`src/hdl/cbc_pkg.sv`:
```
package cbc_pkg;

    localparam int COUNT_BITS_DEF = 32;

    localparam int CHAR_LOW    = 32;
    localparam int CHAR_HIGH   = 126;
    localparam int ROWS        = 126 - 32 + 1;
    localparam int COLS        = ROWS + 1;
    localparam int END_COL     = COLS - 1;
    localparam int TABLE_DEPTH = ROWS * COLS;
    localparam int ADDR_W      = $clog2(TABLE_DEPTH);
    localparam int CHAR_W      = 7;

    localparam logic [1:0] OP_CHAR = 2'd0;
    localparam logic [1:0] OP_END  = 2'd1;
    localparam logic [1:0] OP_READ = 2'd2;

    localparam logic [1:0] STATUS_OK        = 2'd0;
    localparam logic [1:0] STATUS_BAD_CHAR  = 2'd1;
    localparam logic [1:0] STATUS_BAD_INDEX = 2'd2;

    typedef struct packed {
        logic [1:0] op;
        logic [7:0] char_code;
        logic [6:0] row_index;
        logic [6:0] col_index;
    } in_item_t;

    typedef struct packed {
        logic [1:0]  status;
        logic [31:0] count;
    } out_item_t;

    typedef enum logic [1:0] {
        KIND_NONE,
        KIND_UPDATE,
        KIND_READ
    } kind_t;

    typedef struct packed {
        kind_t             kind;
        logic [1:0]        status;
        logic [ADDR_W-1:0] addr;
    } req_t;

    // row * 96 + col as shifts
    function automatic logic [ADDR_W-1:0] table_addr(input logic [6:0] row,
                                                     input logic [6:0] col);
        logic [ADDR_W-1:0] r;
        r = ADDR_W'(row);
        return (r << 6) + (r << 5) + ADDR_W'(col);
    endfunction

endpackage

```
`src/hdl/cbc_update.sv`:
```
module cbc_update #(
    parameter int COUNT_BITS = cbc_pkg::COUNT_BITS_DEF
) (
    input  logic                        aclk,
    input  logic                        aresetn,
    input  logic                        accept,
    input  cbc_pkg::req_t               req,
    input  logic [COUNT_BITS-1:0]       rd_data,
    output logic                        stage_free,
    output logic                        wr_en,
    output logic [cbc_pkg::ADDR_W-1:0]  wr_addr,
    output logic [COUNT_BITS-1:0]       wr_data,
    output logic                        m_valid,
    input  logic                        m_ready,
    output cbc_pkg::out_item_t          m_item
);

    localparam logic [COUNT_BITS-1:0] COUNT_MAX = '1;

    logic                       s1_valid_reg;
    logic                       s1_valid_next;
    cbc_pkg::req_t              s1_req_reg;
    logic                       fwd_hit_reg;
    logic [COUNT_BITS-1:0]      fwd_data_reg;
    logic                       m_valid_reg;
    logic                       m_valid_next;
    cbc_pkg::out_item_t         m_item_reg;
    cbc_pkg::out_item_t         m_item_next;
    logic                       advance;
    logic [COUNT_BITS-1:0]      cur_count;
    logic [COUNT_BITS-1:0]      new_count;
    logic [COUNT_BITS+31:0]     show_ext;

    assign advance    = s1_valid_reg && (!m_valid_reg || m_ready);
    assign stage_free = !s1_valid_reg || advance;

    // write lands at the same edge as the next read of that entry
    assign cur_count = fwd_hit_reg ? fwd_data_reg : rd_data;
    assign new_count = (cur_count == COUNT_MAX) ? cur_count
                                                : cur_count + COUNT_BITS'(1);

    assign wr_en   = advance && (s1_req_reg.kind == cbc_pkg::KIND_UPDATE);
    assign wr_addr = s1_req_reg.addr;
    assign wr_data = new_count;

    always_comb begin
        show_ext = '0;
        case (s1_req_reg.kind)
            cbc_pkg::KIND_UPDATE: show_ext = {32'b0, new_count};
            cbc_pkg::KIND_READ:   show_ext = {32'b0, cur_count};
            default:              show_ext = '0;
        endcase
        m_item_next.status = s1_req_reg.status;
        m_item_next.count  = show_ext[31:0];
    end

    always_comb begin
        s1_valid_next = s1_valid_reg;
        if (accept) begin
            s1_valid_next = 1'b1;
        end else if (advance) begin
            s1_valid_next = 1'b0;
        end
        m_valid_next = m_valid_reg;
        if (advance) begin
            m_valid_next = 1'b1;
        end else if (m_ready) begin
            m_valid_next = 1'b0;
        end
    end

    always_ff @(posedge aclk) begin
        if (!aresetn) begin
            s1_valid_reg <= 1'b0;
            m_valid_reg  <= 1'b0;
        end else begin
            s1_valid_reg <= s1_valid_next;
            m_valid_reg  <= m_valid_next;
        end
    end

    always_ff @(posedge aclk) begin
        if (accept) begin
            s1_req_reg   <= req;
            fwd_hit_reg  <= wr_en && (wr_addr == req.addr);
            fwd_data_reg <= new_count;
        end
        if (advance) begin
            m_item_reg <= m_item_next;
        end
    end

    assign m_valid = m_valid_reg;
    assign m_item  = m_item_reg;

endmodule

```
`config.mk`:
```
export PLATFORM = sky130hd
export DESIGN_NAME = cbc_update
export DESIGN_NICKNAME = d
export VERILOG_FILES = /design/src/hdl/cbc_pkg.sv /design/src/hdl/cbc_update.sv
export SDC_FILE = /design/constraint.sdc
export NUM_CORES = 1
export LEC_CHECK = 0
export ABC_AREA = 1
export BUFFER_PORTS_ARGS = -buffer_cell sky130_fd_sc_hd__buf_2
export CELL_PAD_IN_SITES_DETAIL_PLACEMENT = 0
export CELL_PAD_IN_SITES_GLOBAL_PLACEMENT = 1
export CORE_MARGIN = 10
export CORE_UTILIZATION = 40
export CTS_BUF_LIST = sky130_fd_sc_hd__clkbuf_2
export DETAILED_ROUTE_END_ITERATION = 12
export GPL_TIMING_DRIVEN = 1
export PLACE_DENSITY_LB_ADDON = 0.1
export SLEW_MARGIN = 20
export SYNTH_ARGS = -nofsm -noshare
export SYNTH_HDL_FRONTEND = slang
export SYNTH_SLANG_ARGS = --single-unit
```
`constraint.sdc`:
```
create_clock -name aclk -period 2.9 [get_ports aclk]
set_input_delay 0.58 -clock aclk [delete_from_list [all_inputs] [get_ports aclk]]
set_output_delay 0.58 -clock aclk [all_outputs]
set_load 0.02 [all_outputs]
```
# [Yosys cells after proc, flatten, opt, wreduce, memory -nomap -nowiden]
# Cells that the tools add are included.
[word_totals] register_bits=87 in_bits=54 out_inout_bits=83 word_cells=30
[op_classes] addsub=1 eq_ne=4 n_mux=7 reduce_logical=9
[ops] operator="$mux W32" count=2
[ops] operator="$pmux W32 S2" count=1
[ops] operator="$add A32 B1 Y32 const B" count=1
[ops] operator="$eq A32 B32 Y1 const B" count=1
[ops] operator="$eq A14 B14 Y1" count=1
[ops] operator="$mux W1" count=4
[ops] operator="$reduce_bool A2 Y1" count=2
[ops] operator="$logic_and A1 B1 Y1" count=3
[ops] operator="$eq A2 B1 Y1 const B" count=1
[ops] operator="$eq A2 B2 Y1 const B" count=1
[ops] operator="$logic_not A1 Y1" count=2
[ops] operator="$logic_or A1 B1 Y1" count=2

# [Logic depth before layout (Yosys ltp)]
# Gate-level depths: netlist (run 1).
[depth] word_depth=5 mapped_depth=16 ltp_nobuf=14

# [Worst setup path before layout (run 1)]
# Ideal clock, no wire load.
[synth_path] path_type="register to output" startpoint="register fwd_hit_reg" endpoint="output wr_data[1]" arrival_time_ns=2.108 required_ns=2.320 path_slack_ns=0.212 stages_incl_launch_ff=15 cell_sequence="edfxtp_1 buf_6 buf_4 nand2_1 o21ai_2 inv_1 ha_1 inv_1 nor2_4 nand2_2 nor2_8 nand2_4 buf_6 nand2_1 nand2_1"
[synth_between] elab_chain_cells=3
[synth_rtl] item="start, declared" line="cbc_update.sv:23" text="logic fwd_hit_reg;"
[synth_rtl] item="start signal, assigned" line="cbc_update.sv:85" text="fwd_hit_reg <= wr_en && (wr_addr == req.addr);"
[synth_rtl] item="$mux W32 *" line="cbc_update.sv:38" text="assign cur_count = fwd_hit_reg ? fwd_data_reg : rd_data;"
[synth_rtl] item="$add A32 B1 Y32 or $eq A32 B32 Y1 (tied branches)" line="cbc_update.sv:40, cbc_update.sv:39"
[synth_rtl] item="$mux W32 *" line="cbc_update.sv:39" text="assign new_count = (cur_count == COUNT_MAX) ? cur_count"
[synth_rtl] item="end, declared" line="cbc_update.sv:12" text="output logic [COUNT_BITS-1:0] wr_data,"
# Mark *: on every way between the ends. The rest lies on a longest branch, timed or not.

# [Final worst setup path (run 1)]
[layout_path] startpoint="register fwd_hit_reg" endpoint="output wr_data[27]"
# Same word-level chain as after synthesis.

==> qor.yml, run 1 <==
status:
  outcome: "finished with violations"
  violations: "negative setup slack"
sta:
  min_period_over_period: 1.10
  worst_slack_ns: -0.290
  fmax_mhz: 313
  hold_viol: 0
  skew_ns: 0.0256
  setup_viol: 32
  max_slew_margin: 0.559
  slew_violations: 0
  tightest_slew_ns: 0.661
  fin_crit_ns: 3.19
  rsz0062_at_grt: "yes"
global_routing:
  grt_pass1_vias: 5037
  grt_overflow: 0
  grtUsageTotal: 0.201
  antenna_found_initial: 2
  grt_pass1_wl_mm: 28.0
  grt_max_degree: 35
place:
  portBuffers: 136
  hpwl_mm: 13.2
  gp_congestion: 0.890
  pre_cts_ws_ns: 0.0958
  placedCellCount: 908
detailed_routing:
  ant_nets: 0
  dr_total_vias: 4844
  firstDrtPassIters: 5
  wl_per_cell_um: 19.1
  wirelength_mm: 18.5
  route.detailed.drc: 0
  drtIter0Drc: 233
  viasPerCell: 5.01
flow_run:
  drv_cap: 0
die:
  die_h_um: 133
  fp.dieW_um: 133
  core_area_mm2: 0.0126
  io_pins: 137
  fp.dieArea_mm2: 0.0178
  initial_core_util: 0.408
  std_cell_rows: 41
clock_network:
  clkLatencyLatePin_ns: 0.60
  cts_hold_buffers: 0
  clock_sinks: 87
  cts_buffers: 9
  cts_tree: "yes"
  path_clk_slew_ns: 0.26
  clock-root-buffer: "clkbuf_2"
  cts.path.max_buffers: 2
  cts_max_level: 3
logic_synthesis:
  syn_nets: 655
  postSynthCellCount: 598
  ys_seq_area_frac: 0.504
  syn_area_per_cell_um2: 8.61
  ys_seq_elements: 87
  yosysUniqueCellTypes: 34
  synth-main-ff-cell: "edfxtp_1"
  synthArstFlopShare: 0
  yosysWarnings: 0
  synth_edf_count: 85
  syn_area_mm2: 0.00515
setup_path:
  startpoint: "fwd_hit_reg"
  arrival_ns: 2.61
  end_kind: "output pin"
  critPathKind: "reg2out"
  startpoint_type: "register"
  cp.required_ns: 2.32
  critPathMaxFanout: 8
  worstReg2RegStart: "fwd_hit_reg"
hold_path:
  hp-start: "req[16]"
  hold_class: "in2reg"
finish:
  area_growth_pct: 46.9
  largest_reg_flops: 34
  final_cell_mix: "160 x nand2_1, 104 x buf_2, 85 x edfxtp_1, 64 x buf_4, 54 x nand2_2"
  layout_commonest_cell: "nand2_1"
  fillers: 1170
  nNetsFinal: 845
  drive_gt1_frac: 0.508
  stdcell_count: 966
pwr:
  p_leak_nw: 3.30
  ir_drop_v: 0.000248
  power_density_mw_per_mm2: 386
-- critical path, stage by stage, from the launching register on --
cell and delay, ns:
edfxtp_1 0.43, buf_6 0.17, clkinv_8 0.10, buf_12 0.14, nand2_4 0.06, nand2_4 0.09
nand2_4 0.06, nor2_4 0.16, nand2_4 0.10, nor2_8 0.17, nand2_8 0.12, buf_12 0.18
nand3_4 0.10, buf_6 0.12
-- final timing paths --
check,end,slack (ns),depth (start not counted)
worst min-delay path,s1_req_reg[16],0.14,1
worst min register to register,m_item[33],0.46,0
worst max-delay path,wr_data[27],-0.29,13
worst max register to register,m_item[16],0.55,15
-- cells by family after synthesis --
| logic type | count (synthesis) | synth area share |
|---|---|---|
| DFF | 87 | 0.504 |
| buffers and inverters | 72 | 0.0780 |
| and+or+nand+nor | 373 | 0.336 |
| adders and majority gates | 3 | 0.00729 |
| xor gates and xnor gates | 11 | 0.0187 |
| AOI/OAI and AO/OA | 52 | 0.0559 |
-- cells in the mapped netlist, drive strengths merged, types with 2 or more instances --
master | count | area [um^2]
a21oi | 34 | 174
buf | 29 | 235
clkbuf | 5 | 18.8
dfxtp | 2 | 40.0
edfxtp | 85 | 2550
ha | 3 | 37.5
inv | 37 | 139
nand2 | 252 | 1000
nand3 | 54 | 395
nand3b | 2 | 15.0
nand4 | 3 | 18.8
nor2 | 57 | 268
o21ai | 13 | 76.3
o22ai | 2 | 12.5
or2 | 2 | 12.5
xnor2 | 7 | 61.3
xor2 | 4 | 35.0
-- cell type report --
| cell class | instances | area (um^2) | share of cell area |
|---|---|---|---|
| clock buffers | 9 | 45.0 | 0.00596 |
| diodes | 1 | 2.50 | 0.000331 |
| clock inverters | 7 | 46.3 | 0.00613 |
| well taps | 172 | 215 | 0.0285 |
| flip-flops and latches | 87 | 2590 | 0.343 |
| multi-input cells | 439 | 2900 | 0.383 |
| inverters | 38 | 155 | 0.0205 |
| repair buffers | 213 | 1610 | 0.212 |
-- routing by layer --
metal / up-vias / part of all wire / track usage
met4: 0 / 0.017 / 0.0629
met1: 2311 / 0.41 / 0.238
met5: - / 0 / 0
li1: 2342 / - / -
met3: 22 / 0.064 / 0.0440
met2: 169 / 0.51 / 0.355
-- through the flow --
| stage | utilization | area (um^2) | setup TNS, ns | hold WS (ns) | total power [mW] |
|---|---|---|---|---|---|
| 3_5_place_dp | 0.484 | 6110 | 0 | 0.410 | 2.17 |
| 2_1_floorplan | - | 5150 | 0 | 0.400 | 1.92 |
| 3_3_place_gp | 0.484 | 6110 | 0 | 0.401 | 2.16 |
| 4_1_cts | 0.542 | 6840 | -9.90 | 0.0857 | 2.84 |
| 6_report | 0.599 | 7560 | -8.60 | 0.138 | 2.92 |
| 5_1_grt | 0.599 | 7560 | -13.09 | 0.0693 | 3.05 |
-- report_power, final --
part           internal (mW)  total (mW)  switching, mW
Clock                  0.118       0.591          0.474
Combinational          0.314       0.819          0.505
Sequential              1.48        1.51         0.0272
-- timing repair --
action                     4_1_cts  5_1_grt
setup endpoints to repair       32       32
gates cloned                     2        1
buffers inserted                23       15
gates resized for setup        137      142
pin swaps                        7       56
Note: power is estimated with default switching activity, not from simulation.
==> run 2, diff against run 1 <==
- SKIP_CTS_REPAIR_TIMING: not set -> 1
==> run 2 against run 1 <==
Net effect:
- the run still ends with negative setup slack left
- final area decreased by 13%
- global-route usage is 1.0 points lower
- die area unchanged
- power down 5.0%
- clock power shrank 0.7%
- combinational power down 17%
- worst hold slack improved by 0.0081 ns
- via count shrank 3.9%
- non-clock buffer count fell by 31
- setup slack worse by 0.070 ns
==> qor.yml, run 2 (synthesized netlist as in run 1, its figures left out) <==
finish:
  area_growth_pct: 28.2
  nNetsFinal: 814
  largest_reg_flops: 34
  final_cell_mix: "202 x nand2_1, 107 x buf_2, 85 x edfxtp_1, 63 x buf_4, 49 x nand2_2"
  final_util: 0.523
  drive_gt1_frac: 0.419
  layout_commonest_cell: "nand2_1"
  ff_latch_area_mm2: 0.00259
  fillers: 1263
  multiInputGateArea_mm2: 0.00236
  stdcell_count: 935
die:
  initial_core_util: 0.408
  std_cell_rows: 41
  fp.dieW_um: 133
  die_h_um: 133
  fp.dieArea_mm2: 0.0178
  core_area_mm2: 0.0126
  io_pins: 137
pwr:
  p_leak_nw: 2.85
  power.total_mw: 2.77
  power_density_mw_per_mm2: 420
  ir_drop_v: 0.000243
setup_path:
  critPathKind: "reg2out"
  arrival_ns: 2.68
  path_common_cell: "nand2_1"
  critPathMaxFanout: 16
  end_kind: "output pin"
  slowest_stage: "edfxtp_1"
  startpoint_type: "register"
  cp.required_ns: 2.32
  worstPathCellList: "buf_6 -> clkinv_8 -> buf_12 -> nand2_1 -> nand2_1 -> nand2_1 -> nor2_2 -> nand2_1 -> nor2_4 -> nand2_8 -> buf_12 -> nand3_2 -> buf_4"
  max_stage_delay_ns: 0.43
sta:
  slew_violations: 0
  max_slew_margin: 0.558
  setup_viol: 32
  fmax_mhz: 307
  setup-tns-final_ns: -10.58
  min_period_over_period: 1.12
  fin_crit_ns: 3.26
  rsz0062_at_grt: "yes"
  skew_ns: 0.0206
  hold_viol: 0
  worst_slack_ns: -0.360
  tightest_slew_ns: 0.664
global_routing:
  grtUsageTotal: 0.191
  use_met3: 0.0429
  grt_pass1_vias: 4743
  grt_pass1_wl_mm: 26.5
  grt_overflow: 0
  grt-busiest-layer: "met2"
  met2_usage: 0.327
  use_met1: 0.231
  grt_max_degree: 35
  antenna_found_initial: 2
detailed_routing:
  wirelength_mm: 17.2
  dr_total_vias: 4653
  drtIter0Drc: 244
  viasPerCell: 4.98
  wl_per_cell_um: 18.4
  route.detailed.drc: 0
  ant_nets: 0
  firstDrtPassIters: 5
place:
  pre_cts_ws_ns: 0.0958
  placedCellCount: 908
  portBuffers: 136
  gp_congestion: 0.890
  hpwl_mm: 13.2
clock_network:
  cts_max_level: 3
  clock_sinks: 87
  path_clk_slew_ns: 0.25
  cts_tree: "yes"
  clock-root-buffer: "clkbuf_2"
  cts.path.max_buffers: 2
  cts_buffers: 9
  clkLatencyLatePin_ns: 0.59
status:
  violations: "negative setup slack"
  outcome: "finished with violations"
flow_run:
  drv_cap: 0
hold_path:
  hold_class: "in2reg"
[run 2: area by class of cell]
| type | instances | area share |
|---|---|---|
| flip-flops and latches | 87 | 0.393 |
| multi-input cells | 439 | 0.357 |
| repair buffers | 182 | 0.179 |
| well taps | 172 | 0.0326 |
| inverters | 38 | 0.0235 |
| clock inverters | 7 | 0.00702 |
| clock buffers | 9 | 0.00683 |
| diodes | 1 | 0.000379 |
[run 2: critical path, delay by kind of cell (launching register included)]
family | cells | cell delay [ns]
flip-flops | 1 | 0.43
buffers and inverters | 5 | 0.72
AND/OR/NAND/NOR | 8 | 0.93
[run 2: layer usage]
layer,vias up,share of wire,wire length (um)
met1,2187,0.42,7160
met4,0,0.016,283
met5,-,0,0
li1,2281,-,-
met3,18,0.067,1150
met2,167,0.50,8630
[run 2: worst paths after layout]
path	slack, ns	to	startpoint	cells after the start
worst min register to register	0.46	m_item[33]	m_item_next[33]	0
worst max-delay path	-0.36	wr_data[15]	fwd_hit_reg	13
worst max register to register	0.51	m_item[16]	fwd_hit_reg	15
worst min-delay path	0.15	s1_req_reg[16]	req[16]	1
[run 2: power by group]
part / switching, mW / total (mW) / internal, mW / leakage [nW]
logic: 0.444 / 0.679 / 0.235 / 1.95
clock network: 0.469 / 0.587 / 0.118 / 0.0666
registers: 0.0272 / 1.51 / 1.48 / 0.836
total: 0.940 / 2.77 / 1.83 / 2.85
[run 2: stage by stage]
stage          hold slack, ns  instance area, um^2
2_1_floorplan           0.400                 5150
3_3_place_gp            0.401                 6110
3_5_place_dp            0.410                 6110
4_1_cts                0.0857                 6200
5_1_grt                0.0685                 6600
6_report                0.146                 6600
