==> config.mk <==
export PLATFORM = sky130hd
export DESIGN_NAME = cbc_front
export DESIGN_NICKNAME = d
export VERILOG_FILES = /design/src/hdl/cbc_pkg.sv /design/src/hdl/cbc_front.sv
export SDC_FILE = /design/constraint.sdc
export NUM_CORES = 1
export LEC_CHECK = 0
export ABC_AREA = 1
export BUFFER_PORTS_ARGS = -buffer_cell sky130_fd_sc_hd__buf_2
export CORE_ASPECT_RATIO = 0.75
export CORE_MARGIN = 2
export CORE_UTILIZATION = 58
export DETAILED_ROUTE_END_ITERATION = 12
export PLACE_DENSITY = 0.94
export SLEW_MARGIN = 15
export SYNTH_ARGS = -nofsm -noshare
export SYNTH_HDL_FRONTEND = slang
export SYNTH_SLANG_ARGS = --single-unit
==> constraint.sdc <==
create_clock -name aclk -period 4.2 [get_ports aclk]
set_input_delay 0.21 -clock aclk [delete_from_list [all_inputs] [get_ports aclk]]
set_output_delay 0.21 -clock aclk [all_outputs]
set_load 0.01 [all_outputs]
==> src/hdl/cbc_pkg.sv <==
package cbc_pkg;

    localparam int COUNT_BITS_DEF = 32;

    localparam int CHAR_LOW    = 32;
    localparam int CHAR_HIGH   = 126;
    localparam int ROWS        = 126 - 32 + 1;
    localparam int COLS        = ROWS + 1;
    localparam int END_COL     = COLS - 1;
    localparam int TABLE_DEPTH = ROWS * COLS;
    localparam int ADDR_W      = $clog2(TABLE_DEPTH);
    localparam int CHAR_W      = 7;

    localparam logic [1:0] OP_CHAR = 2'd0;
    localparam logic [1:0] OP_END  = 2'd1;
    localparam logic [1:0] OP_READ = 2'd2;

    localparam logic [1:0] STATUS_OK        = 2'd0;
    localparam logic [1:0] STATUS_BAD_CHAR  = 2'd1;
    localparam logic [1:0] STATUS_BAD_INDEX = 2'd2;

    typedef struct packed {
        logic [1:0] op;
        logic [7:0] char_code;
        logic [6:0] row_index;
        logic [6:0] col_index;
    } in_item_t;

    typedef struct packed {
        logic [1:0]  status;
        logic [31:0] count;
    } out_item_t;

    typedef enum logic [1:0] {
        KIND_NONE,
        KIND_UPDATE,
        KIND_READ
    } kind_t;

    typedef struct packed {
        kind_t             kind;
        logic [1:0]        status;
        logic [ADDR_W-1:0] addr;
    } req_t;

    // row * 96 + col as shifts
    function automatic logic [ADDR_W-1:0] table_addr(input logic [6:0] row,
                                                     input logic [6:0] col);
        logic [ADDR_W-1:0] r;
        r = ADDR_W'(row);
        return (r << 6) + (r << 5) + ADDR_W'(col);
    endfunction

endpackage

==> src/hdl/cbc_front.sv <==
module cbc_front (
    input  logic               aclk,
    input  logic               aresetn,
    input  logic               accept,
    input  cbc_pkg::in_item_t  item,
    output cbc_pkg::req_t      req
);

    logic [cbc_pkg::CHAR_W-1:0] prev_char_reg;
    logic [cbc_pkg::CHAR_W-1:0] prev_char_next;
    logic                       have_prev_reg;
    logic                       have_prev_next;
    logic                       pair_seen_reg;
    logic                       pair_seen_next;
    logic                       char_ok;
    logic [cbc_pkg::CHAR_W-1:0] char_idx;

    assign char_ok  = (item.char_code >= 8'(cbc_pkg::CHAR_LOW))
                   && (item.char_code <= 8'(cbc_pkg::CHAR_HIGH));
    assign char_idx = cbc_pkg::CHAR_W'(item.char_code - 8'(cbc_pkg::CHAR_LOW));

    always_comb begin
        req.kind       = cbc_pkg::KIND_NONE;
        req.status     = cbc_pkg::STATUS_OK;
        req.addr       = cbc_pkg::table_addr(prev_char_reg, char_idx);
        prev_char_next = prev_char_reg;
        have_prev_next = have_prev_reg;
        pair_seen_next = pair_seen_reg;
        case (item.op)
            cbc_pkg::OP_CHAR: begin
                if (!char_ok) begin
                    req.status = cbc_pkg::STATUS_BAD_CHAR;
                end else begin
                    if (have_prev_reg) begin
                        req.kind       = cbc_pkg::KIND_UPDATE;
                        pair_seen_next = 1'b1;
                    end
                    prev_char_next = char_idx;
                    have_prev_next = 1'b1;
                end
            end
            cbc_pkg::OP_END: begin
                req.addr = cbc_pkg::table_addr(prev_char_reg, 7'(cbc_pkg::END_COL));
                if (pair_seen_reg) begin
                    req.kind = cbc_pkg::KIND_UPDATE;
                end
                have_prev_next = 1'b0;
                pair_seen_next = 1'b0;
            end
            cbc_pkg::OP_READ: begin
                req.addr = cbc_pkg::table_addr(item.row_index, item.col_index);
                if ((item.row_index >= 7'(cbc_pkg::ROWS))
                        || (item.col_index >= 7'(cbc_pkg::COLS))) begin
                    req.status = cbc_pkg::STATUS_BAD_INDEX;
                end else begin
                    req.kind = cbc_pkg::KIND_READ;
                end
            end
            default: begin
                req.kind = cbc_pkg::KIND_NONE;
            end
        endcase
    end

    always_ff @(posedge aclk) begin
        if (!aresetn) begin
            prev_char_reg <= '0;
            have_prev_reg <= 1'b0;
            pair_seen_reg <= 1'b0;
        end else if (accept) begin
            prev_char_reg <= prev_char_next;
            have_prev_reg <= have_prev_next;
            pair_seen_reg <= pair_seen_next;
        end
    end

endmodule

* Word-level counts from Yosys, hierarchy flattened
Cells that the tools add are included.
** Word-level totals
- Bits in writable memories :: 0
- Word-level logic and storage cells :: 38
- Latch bits :: 0
- Memories :: 0
- Flip-flop bits (word level) :: 9
- Bits of input ports :: 27
- Output and inout port bits :: 18
- Bits in read-only memories :: 0
** Cells by class
- Div/mod/pow operators :: 0
- Reduce and logical (&&, ||, !) cells :: 7
- Multiply operators :: 0
- Bitwise logic cells :: 0
- Muxes and demuxes :: 14
- Order comparisons :: 4
- Add/sub/neg operators :: 6
- Shift-type cells :: 0
- Equality and inequality tests :: 4
** Operators by type and width (number)
- adder 13 x 12 -> 14 bit :: 2
- adder 14 x 7 -> 14 bit :: 2
- one-hot mux 14 bit (2 select lines) :: 1
- adder 14 x 7 -> 14 bit, second input constant :: 1
- greater-or-equal comparator 7 bit, second input constant :: 2
- greater-or-equal comparator 8 x 6 -> 1 bit, second input constant :: 1
- less-or-equal comparator 8 x 7 -> 1 bit, second input constant :: 1
- two-way mux 1 bit :: 7
- subtractor 7 x 6 -> 7 bit, second input constant :: 1
- one-hot mux 2 bit (3 select lines) :: 1
- AND reduction 3 bit :: 2
- two-way mux 2 bit :: 2
- inequality test 2 bit, second input constant :: 2
- one-hot mux 1 bit (2 select lines) :: 2
- one-hot mux 2 bit (2 select lines) :: 1
- AND reduction 4 bit :: 1
- equality test 2 x 1 -> 1 bit, second input constant :: 1
- equality test 2 bit, second input constant :: 1
- zero test 2 bit :: 1
- nonzero test 2 bit :: 1
- logical AND 1 bit :: 1
- logical OR 1 bit :: 1

* Depth between registers and ports, before layout
Gate-level depths: netlist of the first run.
- Depth after elaboration :: 4
- Depth in mapped cells :: 16
- Depth with buffers taken out :: 16

* Worst setup path before layout of the first run
OpenSTA, ideal clock, no wires.
- Kind :: register to output
- Start point :: register prev_char_reg[0] (netlist bit)
- End point :: output req[10] (netlist bit)
- Stages on the path, launching flop included :: 14
- Slack :: 1.942 ns
- Path buffers :: 0
- Data required time :: 3.990 ns
- Data arrival time :: 2.048 ns
- Path through :: dfxtp_1 > ha_1 > inv_1 > fa_1 > inv_1 > ha_1 > inv_1 > nor2_2 > inv_1 > o21ai_1 > nand3_1 > o21ai_1 > nand2_1 > nand2_1
** RTL lines
- start: declaration :: RTL line cbc_front.sv:9 : logic [cbc_pkg::CHAR_W-1:0] prev_char_reg;
- start signal: assignment :: RTL line cbc_front.sv:71 : prev_char_reg <= prev_char_next;
- end: declaration :: RTL line cbc_front.sv:6 : output cbc_pkg::req_t req

==> impl_summary.md, run 1 <==
Final layout
The post-route netlist has 19.5% of its cells at a drive strength greater than 1. The number of fillers in the final layout is 252. The final standard cell area without fillers is 2150 µm².

The area growth from synthesis to layout is 15.6%. The library cells used most frequently in the layout, excluding fill and tap cells, are 70 x nand2_1, 44 x inv_1, 44 x buf_2. The register cell area after layout is roughly 180 µm². The number of antenna diodes is 0. The register with the most flip-flops in the layout has 7 of them. The multi-input combinational cells in the finished layout cover a total of between 1000 and 1500 µm².

The most frequent standard cell in the layout excluding fill and tap cells is nand2_1. The finished layout holds 376 standard cells, fillers aside. For this run, the post-layout net count is 401.

Timing
The max-slew violation total from the final report was 0. The worst path uses 68.1% of the clock period. The setup clock skew after layout is 0.0000659 ns. The actual transition at the worst max-transition pin is 0.457 ns. Setup repair after global routing left no endpoint under its margin.

The highest achievable clock rate is 0.350 GHz. Setup violations remaining at the end of the flow were counted as 0. The number of endpoints with negative hold slack in the final report came to 0.

The setup TNS after final layout is 0 ns. The shortest period the worst path allows is 2.86 ns. The worst pin sits at a relative slew slack of 69.5%. On the final layout, the worst hold slack is ~0.27 ns.

Hold path
The startpoint of the tightest hold check path is item[18]. The sink of the worst hold path is prev_char_reg[4]$_SDFFE_PN0P_. The worst hold path belongs to the class in -> reg. The worst hold path was traced through 3 stages.

Route
For this run, design rule violations remaining after detail routing come to 0. The total iterations of the first detailed-routing run is 5. In the final routed layout, each cell accounts on average for 12.4 µm.

The detailed router placed 2101 vias in this run. Wires add up to 4660 µm. The number of vias per cell is 5.59. The count of nets left with antenna violations once routing finished came out at 0. The DRC violation total after the first TritonRoute iteration is 164.

Critical path
On the critical path, the stage with the largest delay is an instance of fa_1. The biggest cell delay along the critical path is 0.57 ns. The arrival time of the worst setup path is 2.65 ns. Among cell families on the critical path, the largest total delay comes from adder cells.

The type of element launching the critical path is a flip-flop. The worst register-to-register path ends at pair_seen_reg$_SDFFE_PN0P_. The worst register-to-register path has a depth of 3. The critical register-to-register path startpoint is have_prev_reg$_SDFFE_PN0P_. The worst setup path is of the reg -> out kind.

The setup slack of the most critical reg-to-reg path is 3.51 ns. Walking the worst path, the cells encountered are ha_1 -> inv_1 -> fa_1 -> inv_1 -> ha_1 -> inv_1 -> nor2_2 -> inv_1 -> o21ai_1 -> nand3_1 -> o21ai_1 -> nand2_1 -> nand2_1 -> buf_2. STA classifies the critical path endpoint as an output port. The cell repeated most along the worst path is inv_1. The required time of the worst setup path is 3.99 ns.

Of all nets on the critical path, the largest fanout is 5. Counting both buffers and inverters, the worst setup path holds a total of 5.

Outcome
The flow ran to the end, and the final reports show no timing, DRC or antenna violations.

Pwr
The leakage power is 1.18 nW. The peak supply drop is around 160 µV. The cell area power density is 173 nW/µm².

Global routing
The number of global-route vias before repair is 1925. Summed over all layers, the global routing overflow is 0. Global routing used 26.8% of the available tracks across all layers. The number of antenna violations at the first check in global routing was 0. Entering global routing, the biggest net connects 14 pins. The first global-routing pass estimated slightly above 8000 µm of wire.

Clock tree
TritonCTS built the clock tree. The number of hold-repair buffers added at the cts stage is 0. The clock slew seen by the registers of the worst setup and hold paths is about 0.040 ns. The clock reaches the later pin of the worst-skew pair after roughly 0.22 ns. For this design, the sink count on the clock tree is 9. The cell sitting at the root of the clock tree is a clkbuf_8.

The clock passes through at most 2 buffers. The post-cts resize count is 0. The number of clock buffers inserted by TritonCTS is 3.

Once the clock tree was built, the setup fixing pass inserted 0 buffers. The total number of H-tree levels is 1.

Synthesis
For this run, the leading register cell type out of synthesis is dfxtp_1. In this run the cell area of the synthesized design comes to 1860 µm². Each instance of the synthesized netlist takes up on average ~6.3 µm².

After synthesis, flip-flops and latches occupy 9.67% of the total area. The async set or reset register ratio after synthesis is 0%. In this run, distinct cell masters in the synthesized netlist total 33. Yosys printed 0 warnings.

The number of nets in the synthesized netlist is about 360. The flip-flop and latch count after synthesis is 9. In this run, synthesis inferred 0 flip-flops with an integrated enable. Synthesis produced a little under 300 cells.

Floorplanning
The initial core utilization is between 60% and 70%. The initialized floorplan defines 17 standard-cell rows. 45 I/O pins were placed.

The die covers about 3700 µm². The horizontal extent of the die is ~69 µm. The placeable core region is 3000 µm². The overall die height is 53.1 µm.

Placed design
The count of input and output buffers is 44. Once placement finished, the instance area stood at 2110 µm². The number of placed instances, taps included, is 372. Summed over all nets, the half-perimeter wirelength after detailed placement is 3940 µm.

The congestion estimate from routability-driven global placement came to 0.936.

Run
Across the run, the number of max-cap violations was 0.
layout make-up:
cell class / instances / area share, %
clock buffer: 4 / 2.09
inverter: 47 / 8.19
multi-input combinational: 234 / 68.9
sequential: 9 / 8.37
tap: 38 / 2.21
timing repair buffer: 44 / 10.2
through the flow:
stage	setup slack, ns	total power, mW	util [%]
2_1_floorplan	1.94	0.212	-
3_3_place_gp	1.76	0.267	70.3
3_5_place_dp	1.62	0.272	70.3
4_1_cts	1.37	0.370	71.8
5_1_grt	1.13	0.403	71.8
6_report	1.34	0.372	71.8
worst max-delay path by stage:
stage | slack (ns) | to | cells after the start | startpoint
after global routing | 1.13 | req[10] | 14 | prev_char_reg[0]$_SDFFE_PN0P_
after floorplan | 1.94 | req[10] | 13 | prev_char_reg[0]$_SDFFE_PN0P_
after CTS | 1.37 | req[10] | 14 | prev_char_reg[0]$_SDFFE_PN0P_
after detailed placement | 1.62 | req[10] | 14 | prev_char_reg[0]$_SDFFE_PN0P_
final | 1.34 | req[10] | 14 | prev_char_reg[0]$_SDFFE_PN0P_
after global placement | 1.76 | req[10] | 14 | prev_char_reg[0]$_SDFFE_PN0P_
logic make-up after synthesis:
family,count (synthesis),share of synthesized area [%]
buffers and inverters,52,10.7
and+or+nand+nor,137,36.0
xor gates and xnor gates,2,0.940
DFF,9,9.67
AOI/OAI and AO/OA,60,17.6
adders and majority gates,35,25.1
worst reg2reg max path, stage by stage (launching register included):
cell     delay (ns)
dfxtp_1        0.36
nand3_1        0.10
nand2_1        0.08
nor2_1         0.04
synth_stat cells (all sizes together), types with 4 or more instances:
library cell,instances,area share (%)
nand2,78,18
nand3,25,7.0
ha,31,21
nand4,8,2.7
nor3,5,2.6
nor2,17,4.8
o21ai,16,4.3
dfxtp,9,9.7
inv,46,9.3
fa,4,4.3
a21oi,33,8.9
report_power, final:
group,internal [mW],switching [mW],total [mW],leakage (nW)
Clock,0.0659,0.0313,0.0972,0.0228
Combinational,0.0705,0.114,0.185,1.08
Sequential,0.0879,0.00207,0.0900,0.0729
routing by layer:
metal	wire (µm)	part of all wire [%]	GRT usage, %
met5	0	0	0
met4	108	2.3	6.86
met3	343	7.4	2.48
met2	1950	42	46.8
met1	2250	48	36.1
Note: power is estimated with default switching activity, not from simulation.
==> inputs of run 2 (changes only) <==
- CORE_UTILIZATION: 58 -> 55
- PLACE_DENSITY: 0.94 -> 0.9
- clock period: 4.2 -> 2.9 ns (I/O delays scaled with it)
==> run 2 against run 1 <==
Net effect: wire length down 5.6%; core utilization shrank 5.5 points; sequential power rose by 44%; critical path depth stayed put; largest cell class unchanged.
==> impl_summary.md, run 2 (synthesized netlist as in run 1, its figures left out) <==
Timing
The highest achievable clock rate is around 0.38 GHz. Subtracting the final worst setup slack from the clock period gives 2.61 ns. The actual transition at the worst max-transition pin is 0.447 ns (-0.00943 ns).

The setup clock skew after layout is 0.0000773 ns (+0.0000114 ns). The ratio of final minimum period to clock period is 90.0%. Setup repair after global routing left no endpoint under its margin. The headroom to the max-slew limit is 70.2% (+0.63 points). The max-slew violation total from the final report is 0 (unchanged).

The setup TNS after final layout is 0 ns (unchanged). The setup violation total in the final timing report is 0 (unchanged). The number of endpoints with negative hold slack in the final report is 0 (unchanged).

The final-layout worst hold slack is 0.202 ns (-0.0726 ns).

Placed design
The global placement routability congestion is 0.928 (-0.93%). The total placed cells including tap cells came to 374 (+0.54%). The placed wire-length estimate after detailed placement is 3770 µm (-4.3%). The count of input and output buffers is 44 (unchanged).

Global routing
The global-route wire length before repair was 7540 µm (-7.3%). The total overflow reported by the global router is 0 (unchanged). The number of antenna violations at the first check in global routing is 0 (unchanged).

The pin count of the biggest net entering global routing is 14 (unchanged). The number of global-route vias before repair is 1762 (-8.5%). The combined global-route utilization of all metal layers was 24.0% (-2.8 points).

Pwr
The peak supply drop is 284 µV (+74%). The switching fraction of total power is 39.1% (-0.60 points). The overall power was 533 µW (+43%). The internal power was 324 µW (+45%).

The fraction of power consumed by sequential logic is 24.5% (+0.3 points). The clock share of power is 26.3% (+0.2 points). The switching power is 208 µW (+41%). The leakage power was 1.18 nW (+0.15%). The cell area power density came to 246 nW/µm² (+42%).

The logic gate share of total power is 49.2% (-0.5 points).

Route
The post-detailed-route wirelength per cell was 11.6 µm (-6.1%). The number of remaining DRC errors is 0 (unchanged). The routed via count is 2020 (-3.9%). The routed wire length came to 4400 µm (-5.6%). The total iterations of the first detailed-routing run is 5 (unchanged).

The DRC violation total after the first TritonRoute iteration is 199 (+21%). The remaining antenna violation count after routing is 0 (unchanged). The number of vias per cell came to 5.34 (-4.4%).

Critical path
STA classifies the critical path startpoint as a flip-flop. The arrival time of the worst setup path came to 2.47 ns (-0.18 ns). The biggest cell delay along the critical path came to 0.50 ns (-0.07 ns). The number of buffer and inverter instances along the worst setup path is 5 (unchanged).

The required time of the worst setup path was 2.76 ns (-1.23 ns). The critical path goes through ha_1 -> inv_1 -> fa_2 -> inv_1 -> ha_1 -> inv_1 -> nor2_4 -> inv_1 -> o21ai_1 -> nand3_1 -> o21ai_1 -> nand2_1 -> nand2_1 -> buf_2. The critical path is of the reg -> out type. The highest-delay cell along the critical path is fa_2. The sort of element at the end of the critical path is an output port. The biggest fanout along the worst timing path came to 5 (unchanged). The cell repeated most along the worst path is inv_1. On the critical path the largest part of the delay comes from adder cells.

Floorplanning
The placeable core region is 3270 µm² (+8.9%). The die outline area is 3870 µm² (+5.1%). The count of pins on the block boundary came to 45 (unchanged). The initial core utilization is 57.0% (-5.1 points). The total number of placement rows is 18 (+1). The overall die height is 54.4 µm (+2.5%). The horizontal extent of the die was 71.2 µm (+2.5%).

Hold path
The tightest min-delay check is of the in -> reg type.

Final layout
The number of flip-flops in the largest register is 7 (unchanged). In the layout the commonest cells are 70 x nand2_1, 44 x inv_1, 44 x buf_2. The area growth from synthesis to layout is 16.2%. The most frequent standard cell in the layout excluding fill and tap cells is nand2_1. The number of nets in the finished design came to 401 (unchanged).

The share of final-layout standard cells stronger than drive strength 1 is 20.1% (+0.59 points). The number of fillers in the final layout is 300 (+19%). The number of cells in the finished layout apart from fillers is 378 (+0.53%). The number of antenna diodes came to 0 (unchanged).

Outcome
The run finished with clean final reports.

Clock tree
The number of hold-repair buffers added at the cts stage came to 0 (unchanged). The number of buffers on the longest clock path is 2 (unchanged). The clock latency reported for the late side of the worst-skew pair came to 0.23 ns (about the same). The post-cts resize count is 0 (unchanged). The number of buffers inserted to repair setup after CTS was 0 (unchanged). The total number of H-tree levels is 1 (unchanged). The number of clock buffers inserted by TritonCTS is 3 (unchanged).

The root buffer cell chosen for the clock tree is clkbuf_8. The clock slew seen by the registers of the worst setup and hold paths is 0.04 ns (about the same). The CTS tree is done. The TritonCTS sink count is 9 (unchanged).

Run
The number of maximum-capacitance violations is 0 (unchanged).
==> run 2: cell counts in the layout (fill, tap and decap cells not counted) <==
Identical to the previous run, type by type.
==> run 2: layer usage <==
metal / track usage (%) / part of all wire (%)
met2: 40.3 / 42
met4: 3.77 / 0.32
met5: 0 / 0
met3: 4.97 / 7.3
met1: 32.9 / 51
==> run 2: power groups by stage <==
stage / registers, mW / clock network (mW) / logic [mW]
3_5_place_dp: 0.132 / 0 / 0.259
2_1_floorplan: 0.132 / 0 / 0.175
5_1_grt: 0.131 / 0.151 / 0.296
3_3_place_gp: 0.132 / 0 / 0.252
6_report: 0.130 / 0.140 / 0.262
4_1_cts: 0.130 / 0.143 / 0.259
==> run 2: final timing paths <==
kind	depth (start not counted)	endpoint	from	slack [ns]
worst max-delay path	14	req[10]	prev_char_reg[0]$_SDFFE_PN0P_	0.29
worst min register to register	2	prev_char_reg[4]$_SDFFE_PN0P_	prev_char_reg[4]$_SDFFE_PN0P_	0.50
worst min-delay path	3	prev_char_reg[4]$_SDFFE_PN0P_	item[18]	0.20
worst max register to register	2	prev_char_reg[0]$_SDFFE_PN0P_	prev_char_reg[0]$_SDFFE_PN0P_	2.22
==> run 2: area by class of cell <==
type	instances	area (µm²)	area share (%)
clock buffer	4	45.0	2.08
sequential	9	181	8.38
timing repair buffer	44	220	10.2
tap	40	50.0	2.31
multi-input combinational	234	1490	68.9
inverter	47	176	8.15
==> run 2: worst reg2reg max path, stage by stage (launching register included) <==
cell	delay, ns
dfxtp_2	0.33
o21ai_0	0.17
a21oi_1	0.06
==> run 2: stage by stage <==
| stage | utilization [%] | cell area (µm²) | worst slack, ns |
|---|---|---|---|
| after detailed placement | 64.6 | 2110 | 0.388 |
| after CTS | 66.0 | 2160 | 0.154 |
| after floorplan | - | 1860 | 0.707 |
| after global placement | 64.6 | 2110 | 0.523 |
| final | 66.3 | 2160 | 0.290 |
| after global routing | 66.3 | 2160 | 0.0291 |
